## src/rtl/mavg_pkg.sv

```systemverilog
// Shared constants and types for the moving average range check block.
// No dependencies; used by moving_average_range_check.
`timescale 1ns / 1ps
`default_nettype none

package mavg_pkg;

  // DEPTH must be a power of two: the average is a right shift by IDX_W.
  localparam int DEPTH    = 16;
  localparam int IDX_W    = $clog2(DEPTH);
  localparam int FILL_W   = $clog2(DEPTH + 1);
  localparam int SAMPLE_W = 16;
  localparam int SUM_W    = SAMPLE_W + IDX_W;
  localparam int REG_W    = 16;
  localparam int CFG_IDX_W = 1;

  localparam logic [CFG_IDX_W-1:0] CFG_MIN_SANE = 1'b0;
  localparam logic [CFG_IDX_W-1:0] CFG_MAX_SANE = 1'b1;

  localparam logic [REG_W-1:0] MIN_SANE_RESET = '0;
  localparam logic [REG_W-1:0] MAX_SANE_RESET = '1;

  typedef struct packed {
    logic [SAMPLE_W-1:0] average;
    logic                in_range;
    logic                buffer_full;
  } result_t;

endpackage

`default_nettype wire

```

## src/rtl/moving_average_range_check.sv

```systemverilog
// Moving average over the last DEPTH distance samples with a sane-range check; uses mavg_pkg.
// Each result is registered into the output register, or into the skid stage when the
// output holds a stalled result. Throughput: one request per cycle while the skid stage is
// empty; the two-entry output accepts one more while a result waits on a stalled consumer.
// Reset: clears window sum, index, fill count and the per-entry valid bits of
// the ring at once (no clearing pass); limits go to 0 and 65535.
`timescale 1ns / 1ps
`default_nettype none

module moving_average_range_check (
  input  wire logic                               clk,
  input  wire logic                               rst,
  // configuration
  input  wire logic                               cfg_write,
  input  wire logic [mavg_pkg::CFG_IDX_W-1:0]     cfg_index,
  input  wire logic [mavg_pkg::REG_W-1:0]         cfg_data,
  // request channel
  input  wire logic                               sample_valid,
  output logic                                    sample_stall,
  input  wire logic [mavg_pkg::SAMPLE_W-1:0]      sample,
  input  wire logic                               restart,
  // result channel
  output logic                                    result_valid,
  input  wire logic                               result_stall,
  output logic [mavg_pkg::SAMPLE_W-1:0]           average,
  output logic                                    in_range,
  output logic                                    buffer_full
);

  logic [mavg_pkg::REG_W-1:0]    min_sane;
  logic [mavg_pkg::REG_W-1:0]    max_sane;

  logic [mavg_pkg::SAMPLE_W-1:0] ring [mavg_pkg::DEPTH];
  logic [mavg_pkg::DEPTH-1:0]    ring_valid;
  logic [mavg_pkg::SUM_W-1:0]    window_sum;
  logic [mavg_pkg::IDX_W-1:0]    write_index;
  logic [mavg_pkg::FILL_W-1:0]   fill_count;

  logic                          accept;
  logic [mavg_pkg::SUM_W-1:0]    sum_base;
  logic [mavg_pkg::IDX_W-1:0]    slot;
  logic [mavg_pkg::FILL_W-1:0]   fill_base;
  logic [mavg_pkg::DEPTH-1:0]    valid_base;
  logic [mavg_pkg::SAMPLE_W-1:0] oldest;
  logic [mavg_pkg::SUM_W-1:0]    window_sum_next;
  logic [mavg_pkg::IDX_W-1:0]    write_index_next;
  logic [mavg_pkg::FILL_W-1:0]   fill_count_next;
  logic [mavg_pkg::DEPTH-1:0]    ring_valid_next;
  mavg_pkg::result_t             result_next;

  mavg_pkg::result_t             out_reg;
  logic                          out_valid;
  mavg_pkg::result_t             skid_reg;
  logic                          skid_valid;
  logic                          out_take;

  assign accept   = sample_valid && !sample_stall;
  assign out_take = out_valid && !result_stall;
  assign sample_stall = skid_valid;

  // Restart drops the window before this sample goes in.
  always_comb begin
    sum_base   = restart ? '0 : window_sum;
    slot       = restart ? '0 : write_index;
    fill_base  = restart ? '0 : fill_count;
    valid_base = restart ? '0 : ring_valid;
    oldest     = valid_base[slot] ? ring[slot] : '0;

    window_sum_next = sum_base - mavg_pkg::SUM_W'(oldest) + mavg_pkg::SUM_W'(sample);
    write_index_next = (slot == mavg_pkg::IDX_W'(mavg_pkg::DEPTH - 1)) ? '0
                                                                         : slot + 1'b1;
    fill_count_next = (fill_base < mavg_pkg::FILL_W'(mavg_pkg::DEPTH)) ? fill_base + 1'b1
                                                                         : fill_base;
    ring_valid_next = valid_base;
    ring_valid_next[slot] = 1'b1;

    result_next.average     = window_sum_next[mavg_pkg::SUM_W-1:mavg_pkg::IDX_W];
    result_next.in_range    = (result_next.average >= min_sane) &&
                              (result_next.average <= max_sane);
    result_next.buffer_full = (fill_count_next == mavg_pkg::FILL_W'(mavg_pkg::DEPTH));
  end

  always_ff @(posedge clk) begin
    if (rst) begin
      min_sane <= mavg_pkg::MIN_SANE_RESET;
      max_sane <= mavg_pkg::MAX_SANE_RESET;
    end else if (cfg_write) begin
      case (cfg_index)
        mavg_pkg::CFG_MIN_SANE: min_sane <= cfg_data;
        mavg_pkg::CFG_MAX_SANE: max_sane <= cfg_data;
        default: ;
      endcase
    end
  end

  always_ff @(posedge clk) begin
    if (rst) begin
      window_sum  <= '0;
      write_index <= '0;
      fill_count  <= '0;
      ring_valid  <= '0;
    end else if (accept) begin
      window_sum  <= window_sum_next;
      write_index <= write_index_next;
      fill_count  <= fill_count_next;
      ring_valid  <= ring_valid_next;
    end
  end

  always_ff @(posedge clk) begin
    if (accept) begin
      ring[slot] <= sample;
    end
  end

  // Output register with a skid stage behind it.
  always_ff @(posedge clk) begin
    if (rst) begin
      out_valid  <= 1'b0;
      skid_valid <= 1'b0;
    end else if (!out_valid || out_take) begin
      if (skid_valid) begin
        out_valid  <= 1'b1;
        skid_valid <= 1'b0;
      end else begin
        out_valid <= accept;
      end
    end else if (accept) begin
      skid_valid <= 1'b1;
    end
  end

  always_ff @(posedge clk) begin
    if (!out_valid || out_take) begin
      if (skid_valid) begin
        out_reg <= skid_reg;
      end else if (accept) begin
        out_reg <= result_next;
      end
    end else if (accept) begin
      skid_reg <= result_next;
    end
  end

  assign result_valid = out_valid;
  assign average      = out_reg.average;
  assign in_range     = out_reg.in_range;
  assign buffer_full  = out_reg.buffer_full;

  // The skid stage only fills behind a held result.
  assert property (@(posedge clk) disable iff (rst) skid_valid |-> out_valid)
    else $error("skid stage holds a result with the output register empty");

  // Until the ring wraps, each taken sample marks exactly one new entry.
  assert property (@(posedge clk) disable iff (rst)
    (fill_count < mavg_pkg::FILL_W'(mavg_pkg::DEPTH)) |->
    ($countones(ring_valid) == 32'(fill_count)))
    else $error("ring valid bits disagree with fill count");

  // An empty window has a zero sum.
  assert property (@(posedge clk) disable iff (rst)
    (fill_count == '0) |-> (window_sum == '0))
    else $error("window sum nonzero with an empty window");

  // A request taken behind a stalled result lands in the skid stage.
  assert property (@(posedge clk) disable iff (rst)
    (out_valid && result_stall && accept) |=> skid_valid)
    else $error("accepted request lost behind a stalled result");

endmodule

`default_nettype wire

```

## config.mk

```make
export PLATFORM = sky130hd
export DESIGN_NAME = moving_average_range_check
export DESIGN_NICKNAME = d
export VERILOG_FILES = /design/src/rtl/mavg_pkg.sv /design/src/rtl/moving_average_range_check.sv
export SDC_FILE = /design/constraint.sdc
export NUM_CORES = 1
export LEC_CHECK = 0
export BUFFER_PORTS_ARGS = -buffer_cell sky130_fd_sc_hd__buf_2
export CELL_PAD_IN_SITES_DETAIL_PLACEMENT = 1
export CELL_PAD_IN_SITES_GLOBAL_PLACEMENT = 2
export CORE_AREA = 2 2 295 151
export CTS_BUF_LIST = sky130_fd_sc_hd__clkbuf_8
export CTS_CLUSTER_DIAMETER = 80
export DETAILED_ROUTE_END_ITERATION = 8
export DIE_AREA = 0 0 297 153
export PLACE_DENSITY = 0.88
export SLEW_MARGIN = 40
export SYNTH_ARGS = -nofsm -noshare
export SYNTH_HDL_FRONTEND = slang
export SYNTH_SLANG_ARGS = --single-unit
```

## constraint.sdc

```tcl
create_clock -name clk -period 5.5 [get_ports clk]
set_clock_uncertainty 0.1 [all_clocks]
set_input_delay 0.275 -clock clk [delete_from_list [all_inputs] [get_ports clk]]
set_output_delay 0.275 -clock clk [all_outputs]
set_load 0.01 [all_outputs]
```

==> flow_metrics.tcl <==
set metrics [dict create \
    dieArea_mm2 0.0454 \
    hold_viol 0 \
    drcViolationCount 0 \
    fmax_mhz 175 \
    dr.pass1.iters 7 \
    ios 59 \
    synth-seq-cells 371 \
    power.leakage_nw 8.09 \
    cts.sinks 371 \
    dpl.cell_count 2185 \
    drt_iter0_markers 1309 \
    clkTransAtPathRegs_ps 70 \
    ys_seq_area_share_pct 60.9 \
    fin_ws_ps -210 \
    grt_pass1_vias 13800 \
    synth_area_leaders "edfxtp_1 (52%), dfxtp_1 (9.3%), nand2_1 (4.4%)" \
    irDropWorstVdd_uv 178 \
    row_count 54 \
    cp_max_fo 6 \
    die_x_um 297 \
    synth_compound_area_share_pct 12.2 \
    grt_max_degree 62 \
    start_kind "flip-flop" \
    synthesis.area_mm2 0.0170 \
    numCtsBuffers 53 \
    dp_hpwl_um 37500 \
    synthAdderAreaFrac_pct 6.08 \
    worst_skew_pair.late_latency_ps 640 \
    grt_pass1_wl_um 85000 \
    ys.warnings.count 0 \
    core_area_mm2 0.0430 \
    diodes 0 \
    synth_top_area_share_pct 51.6 \
    synthDistinctLibCells 64 \
    tns_ps -394 \
    relSlewSlack_pct 45.2 \
    finalInstanceArea_mm2 0.0213 \
    max_cap_viol_count 0 \
    synth_cells 1457 \
    hold_class "primary input to flip-flop" \
    synth_top_family_by_area "simple AND/OR/NAND/NOR gates" \
    synth-simple-area-share_pct 12.2 \
    postPlaceCellArea_mm2 0.0191 \
    crit_arrival_ps 5980 \
    overflow 0 \
    drt-wirelength-per-cell_um 24.5 \
    finalSetupViolCount 2 \
    final_cells 2339 \
    synth_async_sr_flop_share_pct 0 \
    nets 1825 \
    clockBufferDepth 3 \
    antenna_left 0 \
    required_ps 5770 \
    clock-root-buffer "clkbuf_8" \
    port_buffers 58 \
    end_kind "flip-flop" \
    gp_congestion 0.882 \
    grtUsageTotal_pct 24.7 \
    critical_path_class "flip-flop to flip-flop" \
    vias 13100 \
    synth_nets 1569 \
    antenna_found_initial 1 \
    muxShareOfSynthArea_pct 3.42 \
    rsz0062_at_grt "yes" \
    outcome "complete, but fails checks" \
    syn_to_final_growth_pct 25.1 \
    vias_per_cell 5.60 \
    maxSlewViolCount 0 \
    synth_area_per_cell_um2 11.7 \
    synthXorXnorAreaFrac_pct 1.03 \
    drive_gt1_share_pct 26.4 \
    worst_pin_slew_ps 820 \
    cts_tree "done" \
    period_needed_ps 5710 \
    violations "negative setup slack" \
    routed_wl_um 57200 \
    synth-edff-count 292 \
    synthFlopType "edfxtp_1" \
    initial_core_util_pct 39.6 \
    synth_area_leader_cell "edfxtp_1" \
    fillers 4560 \
    largest_reg_flops 256 \
    fin_crit_sh_pct 104 \
    powerDensity_mw_per_mm2 371 \
    cts-htree-levels 2 \
    die_h_um 153 \
]
-- cell type report --
| cell class | count | area [um^2] | share of cell area (%) |
|---|---|---|---|
| Clock inverter | 32 | 169 | 0.794 |
| Clock buffer | 61 | 840 | 3.95 |
| Multi-Input combinational cell | 902 | 6530 | 30.7 |
| Timing Repair Buffer | 290 | 2280 | 10.7 |
| Inverter | 95 | 359 | 1.69 |
| Sequential cell | 371 | 10400 | 48.7 |
| Tap cell | 588 | 736 | 3.46 |
-- layer usage --
layer / GRT usage, % / vias up / wire (um)
li1: - / 5814 / -
met5: 0 / - / 0
met3: 5.27 / 59 / 4950
met4: 4.69 / 0 / 740
met2: 35.9 / 502 / 24400
met1: 37.9 / 6731 / 27100
-- where the power goes --
group | switching [W] | total [W] | internal, W
logic | 0.00132 | 0.00244 | 0.00112
registers | 0.0000600 | 0.00327 | 0.00321
clock network | 0.00113 | 0.00219 | 0.00106
total | 0.00250 | 0.00789 | 0.00539
-- kinds of logic after synthesis --
group | Yosys count
AND/OR/NAND/NOR | 441
AO/OA/AOI/OAI | 317
XOR/XNOR | 20
multiplexers | 51
buffers and inverters | 184
flip-flops | 371
adder cells (fa/ha/maj) | 73
-- cell usage after synthesis (5+ instances only) --
cell type,n
a211oi_1,48
a21o_1,22
a21oi_1,93
a221oi_1,18
a311oi_1,8
a31oi_1,35
buf_1,6
buf_2,8
clkbuf_1,72
dfxtp_1,79
edfxtp_1,292
fa_1,16
ha_1,57
inv_1,92
mux2_2,16
mux2i_1,30
nand2_1,201
nand2b_1,27
nand3_1,53
nand4_1,9
nor2_1,61
nor2b_1,44
nor3_1,16
nor3_2,9
o21a_1,6
o21ai_0,31
o221ai_1,5
o22ai_1,23
xnor2_1,12
xor2_1,8
-- critical path, stage by stage (launching register included) --
cell,delay [ps]
dfxtp_4,370
nor2b_4,280
mux4_2,550
nand3_2,110
a41o_4,270
buf_6,120
nor3_1,50
ha_1,280
inv_1,60
ha_4,170
fa_2,390
a21o_1,240
a221oi_4,420
buf_4,200
xnor2_1,260
ha_1,330
a21o_1,220
a2111oi_4,430
o21bai_2,200
a31oi_2,290
o31ai_2,100
-- worst paths after layout --
check / end / startpoint / slack [ps] / depth (start not counted)
worst max register to register: in_range / write_index[0] / -210 / 20
worst min-delay path: max_sane[12] / cfg_index / 50 / 3
worst min register to register: window_sum[11] / window_sum[11] / 360 / 2
worst max-delay path: in_range / write_index[0] / -210 / 20
-- layout by cell type (no fill, tap or decap), drive strengths merged, types with 48 or more instances in the layout --
| master | netlist | final |
|---|---|---|
| nand2 | 201 | 201 |
| a21oi | 93 | 93 |
| nor2 | 61 | 61 |
| a211oi | 48 | 48 |
| edfxtp | 292 | 292 |
| nand3 | 53 | 53 |
| buf | 17 | 252 |
| inv | 94 | 113 |
| clkbuf | 72 | 61 |
| ha | 57 | 57 |
| dfxtp | 79 | 79 |
-- stage by stage --
stage          util, %  total power, W  hold slack, ps  setup WS [ps]
2_1_floorplan        -         0.00437             274           1.49
3_3_place_gp      44.4         0.00520             341           -545
3_5_place_dp      44.4         0.00529             354           -784
4_1_cts           49.0         0.00773            2.17           2.42
5_1_grt           49.5         0.00822            59.3           -393
6_report          49.5         0.00789            51.2           -210
-- what timing repair did --
action                                 in CTS  in global routing
setup buffers                              20                  5
cloned                                      2                  0
gates resized for setup                    70                 35
setup endpoints to repair                   2                  2
pin swaps                                  35                 26
endpoints found under the hold margin     290                  0
hold buffers                               36                  0
(Power assumes the default switching activity.)
